--- src/sv/affine_vector_iteration_macros.svh ---
// Assertion macros shared by the affine vector iteration RTL.
`ifndef AFFINE_VECTOR_ITERATION_MACROS_SVH
`define AFFINE_VECTOR_ITERATION_MACROS_SVH

// Same-cycle implication, checked while out of reset.
`define AVI_ASSERT_IMPL(label, clk, rst_n, ante, cons) \
	label: assert property (@(posedge clk) disable iff (!(rst_n)) (ante) |-> (cons)) \
		else $error("affine_vector_iteration: implication check failed");

// Next-cycle implication, checked while out of reset.
`define AVI_ASSERT_NEXT(label, clk, rst_n, ante, cons) \
	label: assert property (@(posedge clk) disable iff (!(rst_n)) (ante) |=> (cons)) \
		else $error("affine_vector_iteration: next-cycle check failed");

`endif

--- src/sv/avi_pkg.sv ---
// Package with Q16.16 types, widths and saturation helpers for the affine vector iteration.
package avi_pkg;

	localparam int Q_W             = 32;
	localparam int FRAC_W          = 16;
	localparam int PROD_W          = 2 * Q_W;
	localparam int ROW_IDX_W       = 3;
	localparam int VECTOR_SIZE_DEF = 8;

	typedef logic signed [Q_W-1:0]    q_t;
	typedef logic signed [Q_W:0]      q_ext_t;
	typedef logic signed [PROD_W-1:0] prod_t;
	typedef logic [ROW_IDX_W-1:0]     row_idx_t;

	localparam q_t Q_MAX = {1'b0, {(Q_W-1){1'b1}}};
	localparam q_t Q_MIN = {1'b1, {(Q_W-1){1'b0}}};

	// Clamps a sum that carries one guard bit to the signed Q16.16 range.
	function automatic q_t sat_sum(q_ext_t v);
		q_t r;
		if (v[Q_W] != v[Q_W-1]) begin
			r = v[Q_W] ? Q_MIN : Q_MAX;
		end else begin
			r = v[Q_W-1:0];
		end
		return r;
	endfunction

	// Floors a Q32.32 product to Q16.16 and clamps it to the signed range.
	function automatic q_t sat_prod(prod_t p);
		q_t r;
		if (p[PROD_W-1:Q_W+FRAC_W-1] == {(PROD_W-Q_W-FRAC_W+1){p[PROD_W-1]}}) begin
			r = p[Q_W+FRAC_W-1:FRAC_W];
		end else begin
			r = p[PROD_W-1] ? Q_MIN : Q_MAX;
		end
		return r;
	endfunction

endpackage

--- src/sv/avi_in_if.sv ---
// Valid/ready channel that carries one matrix element and the row bias.
interface avi_in_if;
	import avi_pkg::*;

	logic valid;
	logic ready;
	q_t   matrix_value;
	q_t   bias_value;

	modport source (output valid, output matrix_value, output bias_value, input ready);
	modport sink (input valid, input matrix_value, input bias_value, output ready);
endinterface

--- src/sv/avi_out_if.sv ---
// Valid/ready channel that carries one row result of the affine vector iteration.
interface avi_out_if;
	import avi_pkg::*;

	logic     valid;
	logic     ready;
	q_t       row_result;
	row_idx_t row_index;
	logic     last_row;

	modport source (output valid, output row_result, output row_index, output last_row,
		input ready);
	modport sink (input valid, input row_result, input row_index, input last_row,
		output ready);
endinterface

--- src/sv/avi_vec_mem.sv ---
// Two-bank vector memory with one synchronous read port and one write port.
module avi_vec_mem #(
	parameter int IDX_W = 3
) (
	input  logic            clk,
	input  logic            rd_en,
	input  logic [IDX_W:0]  rd_addr,
	output avi_pkg::q_t     rd_data,
	input  logic            wr_en,
	input  logic [IDX_W:0]  wr_addr,
	input  avi_pkg::q_t     wr_data
);
	import avi_pkg::*;

	localparam int DEPTH = 2 ** (IDX_W + 1);

	q_t mem_q [DEPTH];

	always_ff @(posedge clk) begin
		if (wr_en) begin
			mem_q[wr_addr] <= wr_data;
		end
	end

	always_ff @(posedge clk) begin
		if (rd_en) begin
			rd_data <= mem_q[rd_addr];
		end
	end
endmodule

--- src/sv/affine_vector_iteration.sv ---
// Top level of the affine vector iteration x <- A*x + b in saturating Q16.16.
//
//   port        role    moves
//   matrix_ch   sink    matrix_value, bias_value (one matrix element, row-major)
//   result_ch   source  row_result, row_index, last_row (one item per finished row)
//
// One element is taken per clock while matrix_ch.ready is high; after the transfer of its row's
// last element, a result passes the multiply, accumulate and bias stages and the result queue.
// After the element that closes the whole vector, input stalls until the last
// row result is written into the bank that the next pass reads (memory write interlock).
// Up to four results may wait on a stalled result_ch before input stalls as well.
// Reset restores the vector to 0,1,2,... at once; no clearing pass is needed.
`include "affine_vector_iteration_macros.svh"

module affine_vector_iteration #(
	parameter int VECTOR_SIZE = avi_pkg::VECTOR_SIZE_DEF
) (
	input logic      clk,
	input logic      arst_n,
	avi_in_if.sink   matrix_ch,
	avi_out_if.source result_ch
);
	import avi_pkg::*;

	localparam int IDX_W      = (VECTOR_SIZE > 1) ? $clog2(VECTOR_SIZE) : 1;
	localparam int FIFO_DEPTH = 4;
	localparam int PTR_W      = $clog2(FIFO_DEPTH);
	localparam int CNT_W      = PTR_W + 1;
	localparam logic [IDX_W-1:0] LAST_IDX = IDX_W'(VECTOR_SIZE - 1);

	typedef logic [IDX_W-1:0] idx_t;

	typedef struct packed {
		q_t       row_result;
		row_idx_t row_index;
		logic     last_row;
	} result_t;

	// Read-side position and bank selection.
	idx_t col_q;
	idx_t row_q;
	logic sel_q;
	logic init_q;

	logic accept;
	logic col_end;
	logic row_end;
	logic hazard;

	// Stage 1: memory read data arrives, multiply.
	logic v_s1, rowend_s1, last_s1, wbank_s1, init_s1;
	q_t   matrix_s1, bias_s1;
	idx_t row_s1, col_s1;
	q_t   rd_data;
	q_t   x_s1;
	prod_t prod_d;

	// Stage 2: floor, saturate and accumulate.
	logic  v_s2, rowend_s2, last_s2, wbank_s2;
	prod_t prod_s2;
	q_t    bias_s2;
	idx_t  row_s2;
	q_t    acc_q;
	q_t    psat;
	q_t    acc_next;

	// Stage 3: bias addition, write-back and result queue.
	logic v_s3, last_s3, wbank_s3;
	q_t   sum_s3, bias_s3;
	idx_t row_s3;
	q_t   result_d;

	// Result queue and occupancy of results in flight.
	result_t          fifo_q [FIFO_DEPTH];
	logic [PTR_W-1:0] head_q, tail_q;
	logic [CNT_W-1:0] cnt_q;
	logic [CNT_W-1:0] pend_q;
	logic             fifo_push, fifo_pop;

	assign col_end = (col_q == LAST_IDX);
	assign row_end = (row_q == LAST_IDX);

	assign hazard = (v_s1 && rowend_s1 && (wbank_s1 == sel_q))
		|| (v_s2 && rowend_s2 && (wbank_s2 == sel_q))
		|| (v_s3 && (wbank_s3 == sel_q));

	assign matrix_ch.ready = (pend_q < CNT_W'(FIFO_DEPTH)) && !hazard;
	assign accept          = matrix_ch.valid && matrix_ch.ready;

	always_ff @(posedge clk or negedge arst_n) begin
		if (!arst_n) begin
			col_q  <= '0;
			row_q  <= '0;
			sel_q  <= 1'b0;
			init_q <= 1'b1;
		end else if (accept) begin
			col_q <= col_end ? '0 : col_q + 1'b1;
			if (col_end) begin
				row_q <= row_end ? '0 : row_q + 1'b1;
				if (row_end) begin
					sel_q  <= ~sel_q;
					init_q <= 1'b0;
				end
			end
		end
	end

	avi_vec_mem #(
		.IDX_W (IDX_W)
	) u_vec_mem (
		.clk     (clk),
		.rd_en   (accept),
		.rd_addr ({sel_q, col_q}),
		.rd_data (rd_data),
		.wr_en   (v_s3),
		.wr_addr ({wbank_s3, row_s3}),
		.wr_data (result_d)
	);

	always_ff @(posedge clk or negedge arst_n) begin
		if (!arst_n) begin
			v_s1 <= 1'b0;
			v_s2 <= 1'b0;
			v_s3 <= 1'b0;
		end else begin
			v_s1 <= accept;
			v_s2 <= v_s1;
			v_s3 <= v_s2 && rowend_s2;
		end
	end

	always_ff @(posedge clk) begin
		if (accept) begin
			matrix_s1 <= matrix_ch.matrix_value;
			bias_s1   <= matrix_ch.bias_value;
			rowend_s1 <= col_end;
			last_s1   <= row_end;
			row_s1    <= row_q;
			col_s1    <= col_q;
			wbank_s1  <= ~sel_q;
			init_s1   <= init_q;
		end
	end

	// During the first pass the vector is taken as its reset value, entry i equal to i, not read from memory.
	assign x_s1   = init_s1 ? (Q_W'(col_s1) << FRAC_W) : rd_data;
	assign prod_d = matrix_s1 * x_s1;

	always_ff @(posedge clk) begin
		if (v_s1) begin
			prod_s2   <= prod_d;
			bias_s2   <= bias_s1;
			rowend_s2 <= rowend_s1;
			last_s2   <= last_s1;
			row_s2    <= row_s1;
			wbank_s2  <= wbank_s1;
		end
	end

	assign psat     = sat_prod(prod_s2);
	assign acc_next = sat_sum(q_ext_t'(acc_q) + q_ext_t'(psat));

	always_ff @(posedge clk or negedge arst_n) begin
		if (!arst_n) begin
			acc_q <= '0;
		end else if (v_s2) begin
			acc_q <= rowend_s2 ? '0 : acc_next;
		end
	end

	always_ff @(posedge clk) begin
		if (v_s2 && rowend_s2) begin
			sum_s3   <= acc_next;
			bias_s3  <= bias_s2;
			last_s3  <= last_s2;
			row_s3   <= row_s2;
			wbank_s3 <= wbank_s2;
		end
	end

	assign result_d = sat_sum(q_ext_t'(sum_s3) + q_ext_t'(bias_s3));

	assign fifo_push = v_s3;
	assign fifo_pop  = result_ch.valid && result_ch.ready;

	always_ff @(posedge clk) begin
		if (fifo_push) begin
			fifo_q[tail_q] <= '{row_result: result_d, row_index: ROW_IDX_W'(row_s3),
				last_row: last_s3};
		end
	end

	always_ff @(posedge clk or negedge arst_n) begin
		if (!arst_n) begin
			head_q <= '0;
			tail_q <= '0;
			cnt_q  <= '0;
			pend_q <= '0;
		end else begin
			if (fifo_push) begin
				tail_q <= tail_q + 1'b1;
			end
			if (fifo_pop) begin
				head_q <= head_q + 1'b1;
			end
			cnt_q  <= cnt_q + CNT_W'(fifo_push) - CNT_W'(fifo_pop);
			pend_q <= pend_q + CNT_W'(accept && col_end) - CNT_W'(fifo_pop);
		end
	end

	assign result_ch.valid      = (cnt_q != '0);
	assign result_ch.row_result = fifo_q[head_q].row_result;
	assign result_ch.row_index  = fifo_q[head_q].row_index;
	assign result_ch.last_row   = fifo_q[head_q].last_row;

	`AVI_ASSERT_IMPL(a_fifo_no_overflow, clk, arst_n, fifo_push && !fifo_pop, cnt_q < CNT_W'(FIFO_DEPTH))
	`AVI_ASSERT_IMPL(a_pend_covers_queue, clk, arst_n, 1'b1, pend_q <= CNT_W'(FIFO_DEPTH) && cnt_q <= pend_q)
	`AVI_ASSERT_IMPL(a_no_read_of_pending_write, clk, arst_n, accept, !(v_s3 && (wbank_s3 == sel_q)))
	`AVI_ASSERT_IMPL(a_last_row_index, clk, arst_n, result_ch.valid && result_ch.last_row, result_ch.row_index == ROW_IDX_W'(VECTOR_SIZE - 1))

endmodule
--- src/flat_wrapper.sv ---
// flat-port wrapper written by rule: the top's interface ports become plain ports
module affine_vector_iteration_flat import avi_pkg::*;
#(
	parameter int VECTOR_SIZE = avi_pkg::VECTOR_SIZE_DEF
)
  (clk, arst_n, matrix_ch_valid, matrix_ch_matrix_value, matrix_ch_bias_value, matrix_ch_ready, result_ch_valid, result_ch_row_result, result_ch_row_index, result_ch_last_row, result_ch_ready);
  avi_in_if matrix_ch_i ();
  avi_out_if result_ch_i ();
  input logic clk;
  input logic arst_n;
  input wire logic [$bits(matrix_ch_i.valid)-1:0] matrix_ch_valid;
  input wire logic [$bits(matrix_ch_i.matrix_value)-1:0] matrix_ch_matrix_value;
  input wire logic [$bits(matrix_ch_i.bias_value)-1:0] matrix_ch_bias_value;
  output wire logic [$bits(matrix_ch_i.ready)-1:0] matrix_ch_ready;
  output wire logic [$bits(result_ch_i.valid)-1:0] result_ch_valid;
  output wire logic [$bits(result_ch_i.row_result)-1:0] result_ch_row_result;
  output wire logic [$bits(result_ch_i.row_index)-1:0] result_ch_row_index;
  output wire logic [$bits(result_ch_i.last_row)-1:0] result_ch_last_row;
  input wire logic [$bits(result_ch_i.ready)-1:0] result_ch_ready;
  assign matrix_ch_i.valid = matrix_ch_valid;
  assign matrix_ch_i.matrix_value = matrix_ch_matrix_value;
  assign matrix_ch_i.bias_value = matrix_ch_bias_value;
  assign matrix_ch_ready = matrix_ch_i.ready;
  assign result_ch_valid = result_ch_i.valid;
  assign result_ch_row_result = result_ch_i.row_result;
  assign result_ch_row_index = result_ch_i.row_index;
  assign result_ch_last_row = result_ch_i.last_row;
  assign result_ch_i.ready = result_ch_ready;
  affine_vector_iteration #(.VECTOR_SIZE(VECTOR_SIZE)) u_core (.clk(clk), .arst_n(arst_n), .matrix_ch(matrix_ch_i), .result_ch(result_ch_i));
endmodule
--- config.mk ---
export PLATFORM = sky130hd
export DESIGN_NAME = affine_vector_iteration_flat
export DESIGN_NICKNAME = d
export VERILOG_FILES = /design/src/sv/avi_pkg.sv /design/src/sv/avi_in_if.sv /design/src/sv/avi_out_if.sv /design/src/sv/avi_vec_mem.sv /design/src/sv/affine_vector_iteration.sv /design/src/flat_wrapper.sv
export VERILOG_INCLUDE_DIRS = /design/src /design/src/sv
export SDC_FILE = /design/constraint.sdc
export NUM_CORES = 2
export LEC_CHECK = 0
export ABC_CLOCK_PERIOD_IN_PS = 13450
export BUFFER_PORTS_ARGS = -buffer_cell sky130_fd_sc_hd__buf_4
export CELL_PAD_IN_SITES_DETAIL_PLACEMENT = 0
export CELL_PAD_IN_SITES_GLOBAL_PLACEMENT = 2
export CORE_ASPECT_RATIO = 2
export CORE_MARGIN = 2
export CORE_UTILIZATION = 35
export DETAILED_ROUTE_END_ITERATION = 8
export PLACE_DENSITY_LB_ADDON = 0.1
export SLEW_MARGIN = 5
export SYNTH_ARGS = -nofsm -noshare
export SYNTH_HDL_FRONTEND = slang
export SYNTH_HIERARCHICAL = 1
export SYNTH_SLANG_ARGS = --single-unit
--- constraint.sdc ---
create_clock -name clk -period 13.45 [get_ports clk]
set_input_delay 0.6725 -clock clk [delete_from_list [all_inputs] [get_ports clk]]
set_output_delay 0.6725 -clock clk [all_outputs]
set_load 0.01 [all_outputs]
# == Yosys cells after proc, flatten, opt, wreduce, memory -nomap -nowiden ==
# Memories as Yosys holds them, arrays and structs flattened. A register that Yosys moved wholly into a read port is not among the register bits.
# Index checks and enable logic that the tools add are counted.
# totals
reg_bits,298
ramBits,656
in_bits,68
output_inout_bits,38
elab_cells,81
mem_count,2
# classes
n_addsub,10
multipliers,1
magnitude_cmp,1
n_eq_ne,8
n_mux,12
bitwise_logic,1
n_reduce_logical,15
# mem_list
memory,words,width,rd,rd_ports_with_merged_regs,write_ports,line_no,text
u_core.u_vec_mem.mem_q,16,32,1,1,1,avi_vec_mem.sv:17,q_t mem_q [DEPTH];
u_core.fifo_q,4,36,1,0,1,affine_vector_iteration.sv:74,result_t fifo_q [FIFO_DEPTH];
# ops
op,n
$mux W32,8
$add A32 B32 Y33,2
$mul A32 B32 Y64,1
$eq A16 B16 Y1,1
$logic_and A1 B1 Y1,9
$add A3 B1 Y3,2
$add A3 B1 Y3 const B,2
$eq A3 B3 Y1 const B,2
$mux W3,2
$sub A3 B1 Y3,2
$add A2 B1 Y2 const B,2
$eq A1 B1 Y1,3
$lt A3 B3 Y1 const B,1
$reduce_and A3 Y1,1
$reduce_bool A3 Y1,1
$logic_or A1 B1 Y1,2
$mux W1,2
$ne A1 B1 Y1,2
$reduce_and A2 Y1,1
$logic_not A1 Y1,1
$not A1 Y1,1

# == Depth between registers and ports, before layout ==
# logic_depth
ltp_word,10
depth_mapped,30

# == Hierarchy ==
# Netlist, hierarchy kept.
# by_module_without_submodules
module,n_inst,cells_each,area_each_um2
affine_vector_iteration,1,5094,54543.6
avi_vec_mem,1,838,20174.3

# == Least setup slack after synthesis ==
# No wires, ideal clock.
# synth_path
path_kind,register to register
startpoint,register u_core.init_s1
endpoint,"register u_core.prod_s2[57], data pin"
setup_ns,0.260
arrival_time_ns,8.056
required_time_ns,13.190
setup_slack_ns,5.134
path_stages_with_launch,29
path_buffers,3
cell_sequence,edfxtp_1 > clkbuf_1 > nor2b_1 > clkbuf_1 > nand2_1 > inv_1 > fa_1 > fa_1 > fa_1 > fa_1 > inv_1 > fa_1 > inv_1 > fa_1 > inv_1 > fa_1 > fa_1 > inv_1 > ha_1 > clkbuf_1 > a21o_1 > a21o_1 > a21oi_1 > and2_1 > nand2_1 > a211oi_1 > o31ai_1 > a21oi_1 > xnor2_1
# synth_between
elab_chain_len,2
# synth_rtl
item,line_no,text
from (decl),affine_vector_iteration.sv:51,"logic v_s1, rowend_s1, last_s1, wbank_s1, init_s1;"
from (signal assigned),affine_vector_iteration.sv:141,init_s1 <= init_q;
$mux W32,affine_vector_iteration.sv:146,assign x_s1 = init_s1 ? (Q_W'(col_s1) << FRAC_W) : rd_data;
$mul A32 B32 Y64,affine_vector_iteration.sv:147,assign prod_d = matrix_s1 * x_s1;
net u_core.prod_d[57],affine_vector_iteration.sv:56,prod_t prod_d;
to (signal assigned),affine_vector_iteration.sv:151,prod_s2 <= prod_d;
to (decl),affine_vector_iteration.sv:60,prod_t prod_s2;
# The timed path passes the listed nets, and every way through them passes these cells.
# A chain may end at the register's enable or synchronous reset.

# == Worst setup path in the final report ==
# layout_path
startpoint,register u_core.init_s1
endpoint,"register u_core.prod_s2[63], data pin"
# Same word-level chain as after synthesis.

==> out/qor.yml <==
logic_synthesis:
  seq_area_frac_synth: 0.386
  synth_edf_count: 917
  syn-num-nets: 7341
  yosysWarnings: 6
  avgSynthCellArea_sq_um: 12.6
  netlist_instances: 5932
  synth_area_sq_um: 74700
  synth-seq-cells: 970
  synth_ff_type: "edfxtp_1"
  synth_cell_types: 78
  synth_async_sr_flop_share: 0.0546
clocking:
  clk_pin_slew_ns: 0.07
  htree_levels: 3
  clkLatencyLatePin_ns: 0.73
  cts_root_buffer: "clkbuf_16"
  cts_buffers: 91
  post_cts_buffers: 0
  cts_buffer_depth: 3
  cts_resized: 0
  cts.sinks: 970
  cts_tree: "done"
  hold_buffers: 0
die:
  die_area_sq_um: 217000
  row_count: 239
  die_w_um: 331
  fp.dieH_um: 657
  io_pins: 106
  start_util: 0.352
  core_sq_um: 212000
grt:
  antenna_found_initial: 6
  grt_max_degree: 96
  grt_pass1_wl_um: 348000
  grt_pass1_vias: 51317
  track_usage: 0.224
  overflow: 0
route:
  viasPerCell: 5.05
  post_drt_wl_per_cell_um: 26.9
  drtIter0Drc: 1973
  drc: 0
  vias: 44416
  dr.pass1.iters: 7
  final_antenna_net_count: 0
  finalWirelength_um: 237000
sta:
  max_freq_mhz: 107
  max_slew_margin: 0.264
  tns_ns: 0
  finalCritPeriodShare: 0.697
  final.setup_skew_ns: 0.0613
  final-max-slew-violation-count: 0
  fin_crit_ns: 9.37
  rsz0062_at_grt: "no"
  worst_pin_slew_ns: 1.10
  finalHoldViolations: 0
  setup_viol: 0
setup_path:
  crit_path_frequent_cell: "fa_1"
  crit_path_max_fanout: 32
  cp_slowest_cell: "fa_1"
  cp.arrival_ns: 9.82
  max_stage_delay_ns: 0.86
  cp.required_ns: 13.90
  end_kind: "flip-flop"
  worstSetupStartpointType: "flip-flop"
  path_class: "reg -> reg"
worst_hold_path:
  holdCritPathClass: "in -> async"
final_layout:
  drive_above_1_share: 0.105
  fillers: 20368
  finalNetCount: 7353
  area_delta_synth_final_pct: 9.76
  layout.cells.non_filler: 8796
run:
  drv_cap: 0
run_status:
  outcome: "completed"
placement:
  hpwl_um: 179000
  gp_congestion: 0.828
  portBuffers: 105
  dp.cells: 8622
[through the flow]
stage / area [sq um] / utilization / hold slack, ns / setup WS, ns
6_report: 82000 / 0.387 / 0.0182 / 4.08
2_1_floorplan: 74700 / - / 0.377 / 5.13
5_1_grt: 82000 / 0.387 / 0.0577 / 3.47
3_3_place_gp: 78900 / 0.372 / 0.402 / 3.92
3_5_place_dp: 78900 / 0.372 / 0.405 / 3.96
4_1_cts: 82000 / 0.387 / 0.0363 / 3.92
[logic make-up after synthesis]
logic type	count (synthesis)	synth area share
flip-flops	970	0.386
XOR/XNOR	120	0.0141
adder cells (fa/ha/maj)	1382	0.340
AO/OA/AOI/OAI	516	0.0451
AND/OR/NAND/NOR	1440	0.0960
multiplexers	171	0.0505
buffers and inverters	1333	0.0685
[synth_stat cells, types with 35 or more instances]
cell type	n	area, sq um
a21o_1	61	458
and2_1	499	3120
fa_1	1085	21700
mux4_2	164	3690
o21ai_0	104	521
edfxtp_1	917	27500
xor2_1	35	307
a21oi_1	124	621
nand2_1	586	2200
a22oi_1	65	488
nor2_1	139	522
dfrtp_1	52	1300
clkbuf_1	251	942
xnor2_1	85	744
nor2b_1	67	419
ha_1	256	3200
inv_1	1040	3900
[worst paths after layout]
kind,start,depth (start not counted),to,slack [ns]
min in group clk,matrix_ch_bias_value[4],1,u_core/bias_s1[4]$_DFFE_PP_,0.11
max in group asynchronous,arst_n,1,u_core/col_q[0]$_DFFE_PN0P_,12.64
worst min register to register,u_core/bias_s2[16]$_DFFE_PP_,0,u_core/bias_s3[16]$_DFFE_PP_,0.39
worst max-delay path,u_core/init_s1$_DFFE_PP_,29,u_core/prod_s2[63]$_DFFE_PP_,4.08
worst max register to register,u_core/init_s1$_DFFE_PP_,29,u_core/prod_s2[63]$_DFFE_PP_,4.08
worst min-delay path,arst_n,1,u_core/tail_q[1]$_DFFE_PN0P_,0.02
[layer usage]
layer	vias to the layer above	global-route usage	share of wire
met1	24082	0.213	0.32
li1	19279	-	-
met5	-	0	0
met4	0	0.0787	0.038
met2	706	0.477	0.62
met3	349	0.0159	0.021
[worst max-delay path: cells and delay by family (launching register included)]
family	cells	cell delay [ns]
compound gates	5	1.24
xor+xnor	1	0.09
flops	1	0.34
simple gates	5	0.73
fa+ha+maj	9	4.78
buf+inv	9	1.92
[sequential cells by signal (all words and copies together), names as in the netlist, 2 cells and up]
register and flops:
u_core/col_q 3, u_core/prod_s2 48, u_core/row_q 3, u_core/tail_q 2
u_core/u_vec_mem/mem_q 512, u_core/head_q 2, u_core/acc_q 32, u_core/row_s1 3
u_core/fifo_q 144, u_core/col_s1 3, u_core/u_vec_mem/rd_data 32, u_core/sum_s3 32
u_core/bias_s3 32, u_core/row_s2 3, u_core/row_s3 3, u_core/pend_q 3
u_core/bias_s1 32, u_core/matrix_s1 32, u_core/bias_s2 32, u_core/cnt_q 3
[final cells by class]
type / count / area, sq um / share of cell area
timing repair buffer: 212 / 1600 / 0.0196
tap: 2771 / 3470 / 0.0423
sequential: 970 / 28900 / 0.352
clock inverter: 55 / 716 / 0.00873
multi-input combinational: 3629 / 41000 / 0.500
clock buffer: 112 / 2400 / 0.0292
inverter: 1040 / 3910 / 0.0477
antenna: 7 / 17.5 / 0.000214
[layout by cell type (no fill, tap or decap), types with 17 or more instances in the layout]
master,n
nand2_1,586
maj3_2,30
buf_4,211
xnor2_1,84
xor2_1,35
nand3_1,29
a21o_1,61
mux4_2,164
clkbuf_16,91
o21ai_0,104
edfxtp_1,917
nor2b_1,37
dfrtp_1,47
and2_1,494
nor2_1,126
a22oi_1,65
a21oi_1,124
inv_1,1038
nand4_1,20
fa_1,1085
o21bai_1,21
ha_1,256
o22ai_1,29
clkbuf_1,17
a31oi_1,18
nor2b_2,22
nor3_1,24
Power is left out: the tool's default activity adds up to more than one toggle a clock period on the data nets, which glitch-free logic cannot reach.
